$ cat src/rtl/bdlp_pkg.sv
package bdlp_pkg;

	// field widths
	localparam int LEVELS_W = 3;
	localparam int BTN_ID_W = 2;
	localparam int KIND_W   = 2;
	localparam int HELD_W   = 16;
	localparam int DEB_W    = 8;
	localparam int LONG_W   = 16;

	// defaults and reset values
	localparam int                NUM_BUTTONS_DEF = 3;
	localparam logic [DEB_W-1:0]  DEBOUNCE_RST    = 8'd20;
	localparam logic [LONG_W-1:0] LONG_PRESS_RST  = 16'd1000;
	localparam logic [HELD_W-1:0] HELD_MAX        = '1;

	// event queue depth, power of two, room for two events per tick
	localparam int EVQ_DEPTH = 4;

	// register map
	localparam int   REG_ADDR_W   = 3;
	localparam logic REG_DEBOUNCE = 1'b0;
	localparam logic REG_LONG     = 1'b1;

	typedef enum logic [1:0] {
		PH_IDLE     = 2'd0,
		PH_DEBOUNCE = 2'd1,
		PH_HELD     = 2'd2,
		PH_LONG     = 2'd3
	} phase_t;

	typedef enum logic [KIND_W-1:0] {
		KIND_PRESS = 2'd0,
		KIND_UNDO  = 2'd1,
		KIND_LONG  = 2'd2
	} ev_kind_t;

	typedef struct packed {
		logic [BTN_ID_W-1:0] button_id;
		ev_kind_t            kind;
		logic [HELD_W-1:0]   held;
		logic                last;
	} event_t;

	// up to two events produced by one tick
	typedef struct packed {
		logic [1:0] count;
		event_t     ev0;
		event_t     ev1;
	} ev_pair_t;

	typedef struct packed {
		logic [DEB_W-1:0]  debounce_ms;
		logic [LONG_W-1:0] long_press_ms;
	} cfg_t;

	// mask of the level bits that belong to real buttons
	function automatic logic [LEVELS_W-1:0] btn_mask(int nb);
		logic [LEVELS_W-1:0] m;
		for (int i = 0; i < LEVELS_W; i++) begin
			m[i] = (i < nb);
		end
		return m;
	endfunction

endpackage

$ cat src/rtl/bdlp_core.sv
module bdlp_core
	import bdlp_pkg::*;
#(
	parameter int NUM_BUTTONS = NUM_BUTTONS_DEF
) (
	input  logic                clk,
	input  logic                arst_n,
	input  logic                in_fire,
	input  logic [LEVELS_W-1:0] levels,
	input  cfg_t                cfg,
	output ev_pair_t            events
);

	localparam logic [LEVELS_W-1:0] BTN_MASK = btn_mask(NUM_BUTTONS);

	phase_t              phase_q, phase_d;
	logic [BTN_ID_W-1:0] owner_q, owner_d;
	logic [HELD_W-1:0]   tick_q, tick_d;
	logic [LEVELS_W-1:0] prev_q;

	logic [LEVELS_W-1:0] lv;
	logic [LEVELS_W-1:0] edges;
	logic [BTN_ID_W-1:0] first_edge;
	logic [HELD_W-1:0]   tick_inc;
	logic                own_pressed;
	event_t              ev_base;

	// level edges, lowest button index wins
	always_comb begin
		lv         = levels & BTN_MASK;
		edges      = (lv ^ prev_q) & BTN_MASK;
		first_edge = '0;
		for (int i = LEVELS_W - 1; i >= 0; i--) begin
			if (edges[i]) begin
				first_edge = BTN_ID_W'(i);
			end
		end
		tick_inc    = (tick_q == HELD_MAX) ? tick_q : tick_q + 1'b1;
		own_pressed = !lv[owner_q];
	end

	// state register
	always_ff @(posedge clk or negedge arst_n) begin
		if (!arst_n) begin
			phase_q <= PH_IDLE;
			owner_q <= '0;
			tick_q  <= '0;
			prev_q  <= BTN_MASK;
		end else if (in_fire) begin
			phase_q <= phase_d;
			owner_q <= owner_d;
			tick_q  <= tick_d;
			prev_q  <= lv;
		end
	end

	// next state and events
	always_comb begin
		phase_d           = phase_q;
		owner_d           = owner_q;
		tick_d            = tick_q;
		ev_base.button_id = owner_q;
		ev_base.kind      = KIND_PRESS;
		ev_base.held      = tick_inc;
		ev_base.last      = 1'b0;
		events.count      = 2'd0;
		events.ev0        = ev_base;
		events.ev1        = ev_base;
		if (in_fire) begin
			unique case (phase_q)
				PH_IDLE: begin
					if (edges != '0) begin
						owner_d = first_edge;
						tick_d  = '0;
						// zero debounce re-reads on the edge tick itself
						if (cfg.debounce_ms == '0) begin
							phase_d = !lv[first_edge] ? PH_HELD : PH_IDLE;
						end else begin
							phase_d = PH_DEBOUNCE;
						end
					end
				end
				PH_DEBOUNCE: begin
					if (tick_inc < {{(HELD_W-DEB_W){1'b0}}, cfg.debounce_ms}) begin
						tick_d = tick_inc;
					end else begin
						tick_d  = '0;
						phase_d = own_pressed ? PH_HELD : PH_IDLE;
					end
				end
				PH_HELD, PH_LONG: begin
					if (!own_pressed) begin
						// release, preceded by press unless a long press was reported
						phase_d = PH_IDLE;
						tick_d  = '0;
						if (phase_q == PH_HELD) begin
							events.count     = 2'd2;
							events.ev1.kind  = KIND_UNDO;
							events.ev1.last  = 1'b1;
						end else begin
							events.count     = 2'd1;
							events.ev0.kind  = KIND_UNDO;
							events.ev0.last  = 1'b1;
						end
					end else if (phase_q == PH_HELD && tick_inc >= cfg.long_press_ms) begin
						phase_d         = PH_LONG;
						tick_d          = tick_inc;
						events.count    = 2'd1;
						events.ev0.kind = KIND_LONG;
						events.ev0.last = 1'b1;
					end else begin
						tick_d = tick_inc;
					end
				end
				default: begin
					phase_d = PH_IDLE;
				end
			endcase
		end
	end

endmodule

$ cat src/rtl/bdlp_evq.sv
module bdlp_evq
	import bdlp_pkg::*;
(
	input  logic     clk,
	input  logic     arst_n,
	input  ev_pair_t push,
	output logic     room,
	output logic     out_valid,
	input  logic     out_ready,
	output event_t   out_event
);

	localparam int PTR_W = $clog2(EVQ_DEPTH);
	localparam int CNT_W = $clog2(EVQ_DEPTH + 1);

	event_t             mem_q [EVQ_DEPTH];
	logic [PTR_W-1:0]   wr_ptr_q;
	logic [PTR_W-1:0]   rd_ptr_q;
	logic [CNT_W-1:0]   count_q;
	logic               pop;
	logic [PTR_W-1:0]   wr_ptr_nx;

	assign pop       = out_valid & out_ready;
	assign out_valid = (count_q != '0);
	assign out_event = mem_q[rd_ptr_q];
	assign room      = (count_q <= CNT_W'(EVQ_DEPTH - 2));
	assign wr_ptr_nx = wr_ptr_q + 1'b1;

	// pointers and fill count
	always_ff @(posedge clk or negedge arst_n) begin
		if (!arst_n) begin
			wr_ptr_q <= '0;
			rd_ptr_q <= '0;
			count_q  <= '0;
		end else begin
			wr_ptr_q <= wr_ptr_q + PTR_W'(push.count);
			rd_ptr_q <= rd_ptr_q + PTR_W'(pop);
			count_q  <= count_q + CNT_W'(push.count) - CNT_W'(pop);
		end
	end

	// event storage
	always_ff @(posedge clk) begin
		if (push.count != 2'd0) begin
			mem_q[wr_ptr_q] <= push.ev0;
		end
		if (push.count == 2'd2) begin
			mem_q[wr_ptr_nx] <= push.ev1;
		end
	end

endmodule

$ cat src/rtl/button_debounce_long_press.sv
// channel   dir  handshake                        payload
// s_axis    in   s_axis_tvalid / s_axis_tready    tdata[2:0] levels
// m_axis    out  m_axis_tvalid / m_axis_tready    tdata button_id, held_ms; tuser kind; tlast
// apb       in   psel, penable, pwrite, pready    debounce_ms at 0x0, long_press_ms at 0x4
//
// one tick is taken per cycle while s_axis_tready is high; its state update and events finish in the accept cycle
// events wait in a four-entry queue, so results show in the cycle after the tick at the earliest
// s_axis_tready drops while the queue has fewer than two free entries
// a tick yields at most two events; the queue drains one per cycle while m_axis_tready is high
// reset returns to idle with all buttons released and the registers at their defaults
module button_debounce_long_press
	import bdlp_pkg::*;
#(
	parameter int NUM_BUTTONS = NUM_BUTTONS_DEF
) (
	input  logic                  clk,
	input  logic                  arst_n,
	// stream in
	input  logic                  s_axis_tvalid,
	output logic                  s_axis_tready,
	input  logic [7:0]            s_axis_tdata,   // [2:0] levels
	// stream out
	output logic                  m_axis_tvalid,
	input  logic                  m_axis_tready,
	output logic [23:0]           m_axis_tdata,   // [1:0] button_id, [17:2] held_ms
	output logic [KIND_W-1:0]     m_axis_tuser,   // [1:0] event_kind
	output logic                  m_axis_tlast,
	// configuration
	input  logic                  psel,
	input  logic                  penable,
	input  logic                  pwrite,
	input  logic [REG_ADDR_W-1:0] paddr,
	input  logic [31:0]           pwdata,
	output logic [31:0]           prdata,
	output logic                  pready
);

	cfg_t     cfg_q;
	logic     cfg_wr;
	logic     in_fire;
	ev_pair_t events;
	event_t   out_event;

	assign pready  = 1'b1;
	assign cfg_wr  = psel & penable & pwrite & pready;
	assign in_fire = s_axis_tvalid & s_axis_tready;

	// configuration registers
	always_ff @(posedge clk or negedge arst_n) begin
		if (!arst_n) begin
			cfg_q.debounce_ms   <= DEBOUNCE_RST;
			cfg_q.long_press_ms <= LONG_PRESS_RST;
		end else if (cfg_wr) begin
			unique case (paddr[2])
				REG_DEBOUNCE: cfg_q.debounce_ms   <= pwdata[DEB_W-1:0];
				REG_LONG:     cfg_q.long_press_ms <= pwdata[LONG_W-1:0];
				default:      ;
			endcase
		end
	end

	// register readback
	always_comb begin
		unique case (paddr[2])
			REG_DEBOUNCE: prdata = {{(32-DEB_W){1'b0}}, cfg_q.debounce_ms};
			REG_LONG:     prdata = {{(32-LONG_W){1'b0}}, cfg_q.long_press_ms};
			default:      prdata = '0;
		endcase
	end

	bdlp_core #(
		.NUM_BUTTONS (NUM_BUTTONS)
	) u_core (
		.clk     (clk),
		.arst_n  (arst_n),
		.in_fire (in_fire),
		.levels  (s_axis_tdata[LEVELS_W-1:0]),
		.cfg     (cfg_q),
		.events  (events)
	);

	bdlp_evq u_evq (
		.clk       (clk),
		.arst_n    (arst_n),
		.push      (events),
		.room      (s_axis_tready),
		.out_valid (m_axis_tvalid),
		.out_ready (m_axis_tready),
		.out_event (out_event)
	);

	// output packing
	assign m_axis_tdata = {6'b0, out_event.held, out_event.button_id};
	assign m_axis_tuser = out_event.kind;
	assign m_axis_tlast = out_event.last;

endmodule

$ cat config.mk
export PLATFORM = sky130hd
export DESIGN_NAME = button_debounce_long_press
export DESIGN_NICKNAME = d
export VERILOG_FILES = /design/src/rtl/bdlp_pkg.sv /design/src/rtl/bdlp_core.sv /design/src/rtl/bdlp_evq.sv /design/src/rtl/button_debounce_long_press.sv
export SDC_FILE = /design/constraint.sdc
export NUM_CORES = 1
export LEC_CHECK = 0
export BUFFER_PORTS_ARGS = -buffer_cell sky130_fd_sc_hd__buf_2
export CORE_MARGIN = 2
export CORE_UTILIZATION = 53
export CTS_CLUSTER_DIAMETER = 50
export DETAILED_ROUTE_END_ITERATION = 8
export PLACE_DENSITY = 0.76
export SLEW_MARGIN = 20
export SYNTH_ARGS = -nofsm -noshare
export SYNTH_HDL_FRONTEND = slang
export SYNTH_HIERARCHICAL = 1
export SYNTH_SLANG_ARGS = --single-unit
export TNS_END_PERCENT = 10
$ cat constraint.sdc
create_clock -name clk -period 5.8 [get_ports clk]
set_clock_uncertainty 0.15 [all_clocks]
set_input_delay 0.87 -clock clk [delete_from_list [all_inputs] [get_ports clk]]
set_output_delay 0.87 -clock clk [all_outputs]
set_load 0.01 [all_outputs]
==> results.txt, run 1 <==
- Counting instances in the post-synthesis netlist gives the leading cell types as sky130_fd_sc_hd__edfxtp_1 (84), sky130_fd_sc_hd__mux2_2 (52), sky130_fd_sc_hd__buf_4 (51).
- Endpoints failing hold: 0
- Via count of the first global-routing pass: 5177
- Synthesis-stage register bit count: 138
- Last weighted congestion value of the routability-driven placer: 0.829
- Sequential Power Share: 40.3%
- Summed over its instances, the top area cell type makes up 30.5% of the synthesized netlist area.
- Total of max-cap violations: 0
* Library cell with the highest instance count after synthesis: sky130_fd_sc_hd__edfxtp_1
- The final layout contains routed wiring with a total length of 16.4 mm.
- Net Switching: 1.06 mW
- ANT nets after route: 0
* DIE WIDTH: 129 µm
- Reg2Reg Setup Slack: 430 ps
- The synthesized design spends more area on one cell type than any other, namely sky130_fd_sc_hd__edfxtp_1.
- For this configuration, the core starts out at a cell density of 54.3%.
- During placement, the flow inserted port buffers numbering 65.
* Warning count from the yosys run: 6
* Initial antenna violation count: 0
* Overall track demand over capacity in global routing: 21.0%
- Data on the critical path is required at its endpoint by 5830 ps.
- After synthesis, the share of flip-flops with an asynchronous set or reset is 39.1%.
* Share of cells above drive strength 1: 36.5%
- Final nets: 754
- RSZ-0062 raised after global routing: false
* Synthesized instance count: 621
- Post-synthesis instance area: 8280 µm²
- Via count: 5090
- Pin slew with the least headroom to its limit: 1090 ps
- For this design, the sink count on the clock tree is 138.
* Die height: 129 µm
- Worst Reg2Reg Path Length in Cells: 16
- The worst register-to-register path ends at u_evq/mem_q[3][6]$_DFFE_PP_.
* Largest net degree at the start of global routing: 55
* Final critical-path setup slack: 433 ps
* Wire length of the first global-routing pass: 26.5 mm
- For the worst-skew pair, the clock arrives at the later sink with an insertion delay of 440 ps.
- Timing endpoint of the critical path: u_evq/mem_q[3][6]$_DFFE_PP_
- The run finished with clean final reports.
- After synthesis, the netlist uses 70 different library cells.
* Number of violations reported at the end of detailed-routing iteration 0: 344
- Setup violations remaining at the end of the flow were counted as 0.
- Data on the critical path arrives at its endpoint at 5400 ps.
* Crit path kind: reg -> reg
* Switching fraction of total power: 31.9%
- Final Max Tran Viols: 0
- The critical path starts at u_core/tick_q[0]$_DFFE_PN0P_.
* Fraction of the cycle the final worst path needs: 92.5%
* Top post-synthesis cells by area: sky130_fd_sc_hd__edfxtp_1 (30%), sky130_fd_sc_hd__dfrtp_1 (13%), sky130_fd_sc_hd__mux2_2 (7.1%)
- The worst setup path is captured at a flop.
* Leak pwr: 3.96 nW
* Number of iterations in the first detailed-routing pass: 5
- The filler cells instantiated in the layout total 1144.
* Area growth syn-to-layout: 11.1%
- In the final routed layout, each cell accounts on average for 18.2 µm.
- Pint: 2.26 mW
- The share of total power dissipated in the clock network is 32.0%.
- Final critical path time including I/O delays and setup: 5370 ps
* CTS clock-pin slew for the worst setup and hold paths: 60 ps
* DRC violations left: 0
- TritonCTS clock tree: built
- Maximum operating frequency: 186 MHz
- Remaining Overflow, GRT: 0
- Final hold slack: 353 ps
* Part of the total power dissipated in combinational logic: 27.8%
* Row count: 45
* Die Area: 16600 µm²
* Pre-CTS worst setup slack: 505 ps
- For this design, the CTS-stage hold fixing added 0 buffers.
- In this run the tightest slew margin relative to its limit is 27.3%.
- After detailed routing, the number of vias per cell comes to 5.65.
- Post-CTS repair timing setup buffer count: 0
- Summing the sequential cell areas from Yosys gives 46.9% of the chip area.
* Crit Path Max Fanout: 16
- After legalization and detailed placement, the total HPWL measured 10.9 mm.
- In this run, post-CTS repair resized a total of 0 instances.
- EDFF count, synth: 84
- Reg-to-reg startpoint: u_core/tick_q[0]$_DFFE_PN0P_
* Area taken by multi-input logic gates: 3850 µm²
- Most instantiated flip-flop cell in the synthesis netlist: sky130_fd_sc_hd__edfxtp_1
* Mean area per synthesized cell: 13.3 µm²
* TritonCTS buffer count: 17
- The repair_antennas step left the layout with diodes totalling 0.
- The cell sitting at the root of the clock tree is a sky130_fd_sc_hd__clkbuf_16.
- Path category of the worst min-delay check: reg -> reg
* Total power divided by cell area: 361 nW/µm²
- Worst setup SP type: flop
- Power comes to 3.32 mW.
* Boundary Pins: 112
- Summed over all failing endpoints, the final setup total negative slack is 0 ps.
- Highest ir drop seen on vdd: 0.217 mV
- Worst hold start: u_evq/rd_ptr_q[0]$_DFF_PN0_
- Sequential cell area: 3890 µm²
- The core region is 15300 µm².
* Buffers from clock root to sink, at most: 2
* H-tree level count: 4
## cell type report
class                      count  area share (%)
sequential                   138            42.2
multi-input combinational    400            41.8
timing repair buffer          85            5.30
clock buffer                  17            4.62
tap                          211            2.87
clock inverter                15            1.70
inverter                      35            1.43
## power groups by stage
stage | Sequential [mW] | Clock (mW) | Combinational [mW]
final | 1.34 | 1.06 | 0.922
after global routing | 1.36 | 1.12 | 1.02
after CTS | 1.34 | 1.08 | 0.935
after detailed placement | 1.36 | 0 | 0.929
after global placement | 1.35 | 0 | 0.897
after floorplan | 1.28 | 0 | 0.759
## cell families after synthesis
kind of cell             after synthesis  synth area share (%)
other                                  3                 0.136
buffers and inverters                104                  7.60
AO/OA/AOI/OAI                         67                  6.00
AND/OR/NAND/NOR                      114                  8.72
adder cells (fa/ha/maj)               27                  4.17
flip-flops                           138                  46.9
multiplexers                         149                  24.4
XOR/XNOR                              19                  2.01
## sequential cells by signal (all words and copies together) (netlist names)
signal          flops
u_evq/mem_q        84
cfg_q              24
u_core/tick_q      16
u_core/prev_q       3
u_evq/count_q       3
u_core/owner_q      2
u_core/phase_q      2
u_evq/rd_ptr_q      2
u_evq/wr_ptr_q      2
## worst max-delay path, stage by stage, from the launching register on
cell,delay [ps]
sky130_fd_sc_hd__dfrtp_1,450
sky130_fd_sc_hd__ha_1,300
sky130_fd_sc_hd__and3_2,200
sky130_fd_sc_hd__and3_1,220
sky130_fd_sc_hd__nor2_1,270
sky130_fd_sc_hd__nand3_1,150
sky130_fd_sc_hd__xnor2_1,240
sky130_fd_sc_hd__ha_1,290
sky130_fd_sc_hd__a211o_1,300
sky130_fd_sc_hd__a211oi_1,350
sky130_fd_sc_hd__o21ai_0,160
sky130_fd_sc_hd__a211oi_1,440
sky130_fd_sc_hd__mux2i_1,120
sky130_fd_sc_hd__and3_1,300
sky130_fd_sc_hd__and4bb_1,590
sky130_fd_sc_hd__buf_12,250
sky130_fd_sc_hd__mux2_4,310
## routing by layer
layer  part of all wire, %  vias up  global-route usage, %  wire length, µm
met3                   4.7       29                   4.45              768
met2                    49      163                   34.5             8020
met4                   1.8        0                   7.80              302
li1                      -     2380                      -                -
met1                    44     2518                   27.6             7280
met5                     0        -                      0                0
## layout by cell type (no fill, tap or decap), drive strengths merged, types with 4 or more instances in the layout
master,synthesis,layout
inv,35,42
ha,26,26
mux4,21,21
clkbuf,4,17
mux2i,6,6
o21a,4,4
and3,5,5
nand2b,4,4
buf,65,85
o21ai,14,14
edfxtp,84,84
conb,3,24
nor2,24,24
and2,10,10
a21oi,8,8
clkinv,0,6
a22o,12,12
nand3,11,11
nor4,6,6
dfstp,11,11
xnor2,14,14
a211oi,5,5
nor3,6,6
mux2,122,122
nand4,7,7
nand2,22,22
xor2,5,5
dfrtp,43,43
## worst min-delay path by stage
stage / cells past startpoint / endpoint
2_1_floorplan: 1 / cfg_q[15]$_DFFE_PN0P_
3_3_place_gp: 1 / u_evq/rd_ptr_q[0]$_DFF_PN0_
3_5_place_dp: 1 / u_evq/rd_ptr_q[0]$_DFF_PN0_
4_1_cts: 1 / u_evq/rd_ptr_q[0]$_DFF_PN0_
5_1_grt: 1 / u_evq/rd_ptr_q[0]$_DFF_PN0_
6_report: 1 / u_evq/rd_ptr_q[0]$_DFF_PN0_
## per-stage QoR
stage	utilization [%]	std cells	cell area, µm²
2_1_floorplan	-	642	8360
3_3_place_gp	56.5	869	8620
3_5_place_dp	56.5	869	8620
4_1_cts	60.3	901	9200
5_1_grt	60.3	901	9200
6_report	60.3	901	9200
Note: power is estimated with default switching activity, not from simulation.
==> inputs of run 2 (changes only) <==
--- a/config.mk
+++ b/config.mk
@@ -5,15 +5,15 @@
 export SDC_FILE = /design/constraint.sdc
 export NUM_CORES = 1
 export LEC_CHECK = 0
+export ABC_AREA = 1
 export BUFFER_PORTS_ARGS = -buffer_cell sky130_fd_sc_hd__buf_2
 export CORE_MARGIN = 2
-export CORE_UTILIZATION = 53
+export CORE_UTILIZATION = 52
 export CTS_CLUSTER_DIAMETER = 50
 export DETAILED_ROUTE_END_ITERATION = 8
 export PLACE_DENSITY = 0.76
 export SLEW_MARGIN = 20
 export SYNTH_ARGS = -nofsm -noshare
 export SYNTH_HDL_FRONTEND = slang
-export SYNTH_HIERARCHICAL = 1
 export SYNTH_SLANG_ARGS = --single-unit
 export TNS_END_PERCENT = 10
==> run 2 against run 1 <==
  * Fmax rose by 14%
  * Combinational power grew 16%
  * First-iteration DRC count rose by 55%
  * Via count grew 22%
  * Synthesized cell count up 48%
  * Register-to-register slack improved by 640 ps
  * Sequential share of layout area is 2.3 points higher
==> results.txt, run 2 <==
- The number of global-route vias before repair is 5967.
- Placed instance count: 1142
- The congestion estimate from routability-driven global placement came to 0.915.
- Post-synthesis instance area: 7700 µm²
* CTS root buf: sky130_fd_sc_hd__clkbuf_16
- Overall track demand over capacity in global routing: 23.2%
- The number of failing hold endpoints at the final stage is 0.
- Summed over all cells, the static leakage comes to 4.19 nW.
* Total power divided by cell area: 392 nW/µm²
- The count of cells in the finished layout, fillers not included, comes to 1174.
* Path category of the worst min-delay check: reg -> reg
- The routed layout has 6205 vias.
- DRC violations left: 0
* TritonCTS clock tree: built
- In this run the post-CTS setup repair buffer count came out at 0.
* Max-slew headroom: 31.1%
- Die Area: 15800 µm²
- Avg Vias per Cell: 5.29
* Crit path kind: reg -> reg
- Crit Path Max Fanout: 19
- DIE WIDTH: 126 µm
- Final nets: 1057
- Clock net sink count: 138
- Sequential elements use 50.0% of the synthesized area.
- Total Routed Length: 17.3 mm
- Wire length of the first global-routing pass: 29.1 mm
- Boundary Pins: 112
- After routing, the total negative slack on setup checks comes to 0 ps.
* CTS clock-pin slew for the worst setup and hold paths: 50 ps
- Buffers from clock root to sink, at most: 2
- For flop-to-flop paths, the worst setup slack is 1070 ps.
- The detail route stage leaves a number of antenna-violating nets equal to 0.
- RSZ-0062 raised after global routing: false
* Mean area per synthesized cell: 8.38 µm²
- The final count of pins violating max slew was 0.
- Entering global routing, the biggest net connects 55 pins.
- Fraction of the cycle the final worst path needs: 81.5%
- Detailed-placement wirelength estimate: 12.0 mm
* Worst EP arrival: 4690 ps
- Once layout is complete, the utilization of the core stands at 59.6%.
- Number of violations reported at the end of detailed-routing iteration 0: 533
- Ranked by total cell area, the synthesized netlist is headed by sky130_fd_sc_hd__edfxtp_1 (31%), sky130_fd_sc_hd__dfrtp_1 (14%), sky130_fd_sc_hd__nand2_1 (9.3%).
- The worst-case IR drop observed on VDD is 0.190 mV.
- Critical path capture point type: flop
- TritonCTS created 17 clock buffers.
* EDFF count, synth: 80
- Area growth syn-to-layout: 12.1%
- Total of max-cap violations: 0
* Die height: 126 µm
- For this run the aggregate overflow at the end of global routing stands at 0.
- Synthesized instance count: 919
- The top cell types in the final layout, fill and taps aside, are sky130_fd_sc_hd__nand2_1 (190), sky130_fd_sc_hd__inv_1 (133), sky130_fd_sc_hd__nor2_1 (117), sky130_fd_sc_hd__o21ai_0 (92), sky130_fd_sc_hd__edfxtp_1 (80).
* Final critical path time including I/O delays and setup: 4730 ps
- Number of buffers inserted by hold repair at cts: 0
- The largest registers in the layout are u_evq.mem_q: 84 flops, cfg_q: 24 flops, u_core.tick_q: 16 flops.
- Pin slew with the least headroom to its limit: 1030 ps
- Initial antenna violation count: 0
- Most instantiated flip-flop cell in the synthesis netlist: sky130_fd_sc_hd__edfxtp_1
- Share of cells above drive strength 1: 14.6%
- The number of antenna diodes in the final layout is 0.
* Largest register FFs: 84
- The number of gates resized after CTS was 0.
* Portion of synthesized cell area occupied by the leading cell type: 31.2%
- I/O Buffers: 65
* Floorplan Core Area: 14500 µm²
- The H-tree was split into 4 levels.
- The largest total area in the synthesized netlist belongs to sky130_fd_sc_hd__edfxtp_1.
* Average wire length per cell after detail routing: 14.8 µm
* Initial core utilization: 53.2%
* Register bank with the most flops: u_evq.mem_q
* Leading cell type in the layout, fill and taps excluded: sky130_fd_sc_hd__nand2_1
- Required time of the worst setup path: 5760 ps
- Leading cell types by count after synthesis: sky130_fd_sc_hd__nand2_1 (190), sky130_fd_sc_hd__inv_1 (133), sky130_fd_sc_hd__nor2_1 (117)
* Warning count from the yosys run: 0
- Row count: 44
- In this run, synthesis produced a sequential element count of 138.
- Of all flip-flops after synthesis, the portion carrying an async set or reset was 39.1%.
* Run status: complete, no violations
- At the later pin of the worst-skew pair, clock insertion delay measures 420 ps.
* Library cell with the highest instance count after synthesis: sky130_fd_sc_hd__nand2_1
- Number of failing setup endpoints in the final timing report: 0
- Worst setup SP type: flop
- Maximum operating frequency: 212 MHz
- Number of distinct standard cells referenced by the synthesized netlist: 39
- The pre-antenna-repair detailed-routing pass consisted of 6 iterations.
==> run 2: cell families after synthesis <==
family                   count (synthesis)  synth area share [%]
AND/OR/NAND/NOR                        381                  21.4
other                                    2                0.0975
buffers and inverters                  195                  11.2
AO/OA/AOI/OAI                          161                  11.0
XOR/XNOR                                12                  1.37
flip-flops                             138                  50.0
adder cells (fa/ha/maj)                 30                  4.97
==> run 2: layout make-up <==
cell class                 count  area [µm²]
multi-input combinational    607        3070
clock buffer                  22         454
clock inverter                10         125
tap                          184         230
sequential                   138        3850
timing repair buffer          72         378
fill                        1265        5850
inverter                     141         531
==> run 2: path summary, 6_finish.rpt <==
| path | startpoint | endpoint | cells past startpoint |
|---|---|---|---|
| max in group asynchronous | arst_n | cfg_q[21]$_DFFE_PN0P_ | 2 |
| min | u_core.prev_q[0]$_DFFE_PN1P_ | u_core.prev_q[0]$_DFFE_PN1P_ | 2 |
| max | u_core.tick_q[0]$_DFFE_PN0P_ | u_evq.mem_q[0][1]$_DFFE_PP_ | 21 |
| min in group asynchronous | arst_n | cfg_q[12]$_DFFE_PN0P_ | 2 |
| max reg2reg | u_core.tick_q[0]$_DFFE_PN0P_ | u_evq.mem_q[0][1]$_DFFE_PP_ | 21 |
| min reg2reg | u_core.prev_q[0]$_DFFE_PN1P_ | u_core.prev_q[0]$_DFFE_PN1P_ | 2 |
==> run 2: stage by stage <==
step / worst slack, ps / total power [mW] / cell area [µm²] / hold WS, ps
after floorplan: 1980 / 1.99 / 7780 / 293
after global placement: 1170 / 2.29 / 8050 / 305
after detailed placement: 1140 / 2.33 / 8050 / 320
after CTS: 1120 / 3.40 / 8630 / 329
after global routing: 725 / 3.59 / 8630 / 366
final: 1070 / 3.38 / 8630 / 326
==> run 2: report_power, final <==
part           switching, mW  internal, mW
logic                  0.716         0.353
registers             0.0812          1.16
clock network          0.397         0.681
total                   1.19          2.19
==> run 2: per-layer routing <==
layer	wire [µm]	vias up	part of all wire (%)	track usage (%)
li1	-	3046	-	-
met5	0	-	0	0
met4	340	0	2.0	8.76
met2	8150	238	47	37.9
met3	1180	27	6.8	4.55
met1	7660	2894	44	30.8
==> run 2: worst max-delay path, cell delays in order (launching register included) <==
cell and delay, ps:
sky130_fd_sc_hd__dfrtp_1 450, sky130_fd_sc_hd__ha_1 300, sky130_fd_sc_hd__inv_1 90, sky130_fd_sc_hd__nor2_2 50, sky130_fd_sc_hd__nand2_2 110, sky130_fd_sc_hd__nor2_4 60
sky130_fd_sc_hd__inv_2 220, sky130_fd_sc_hd__nand3_1 130, sky130_fd_sc_hd__o21ai_0 430, sky130_fd_sc_hd__inv_1 170, sky130_fd_sc_hd__ha_1 310, sky130_fd_sc_hd__nand2_1 50
sky130_fd_sc_hd__nor2_1 150, sky130_fd_sc_hd__nand2_1 70, sky130_fd_sc_hd__nand2_1 60, sky130_fd_sc_hd__nand2_1 40, sky130_fd_sc_hd__nand3_1 210, sky130_fd_sc_hd__nand2_2 140
sky130_fd_sc_hd__nand3_2 130, sky130_fd_sc_hd__nand2_2 280, sky130_fd_sc_hd__nand2_1 470, sky130_fd_sc_hd__buf_4 320
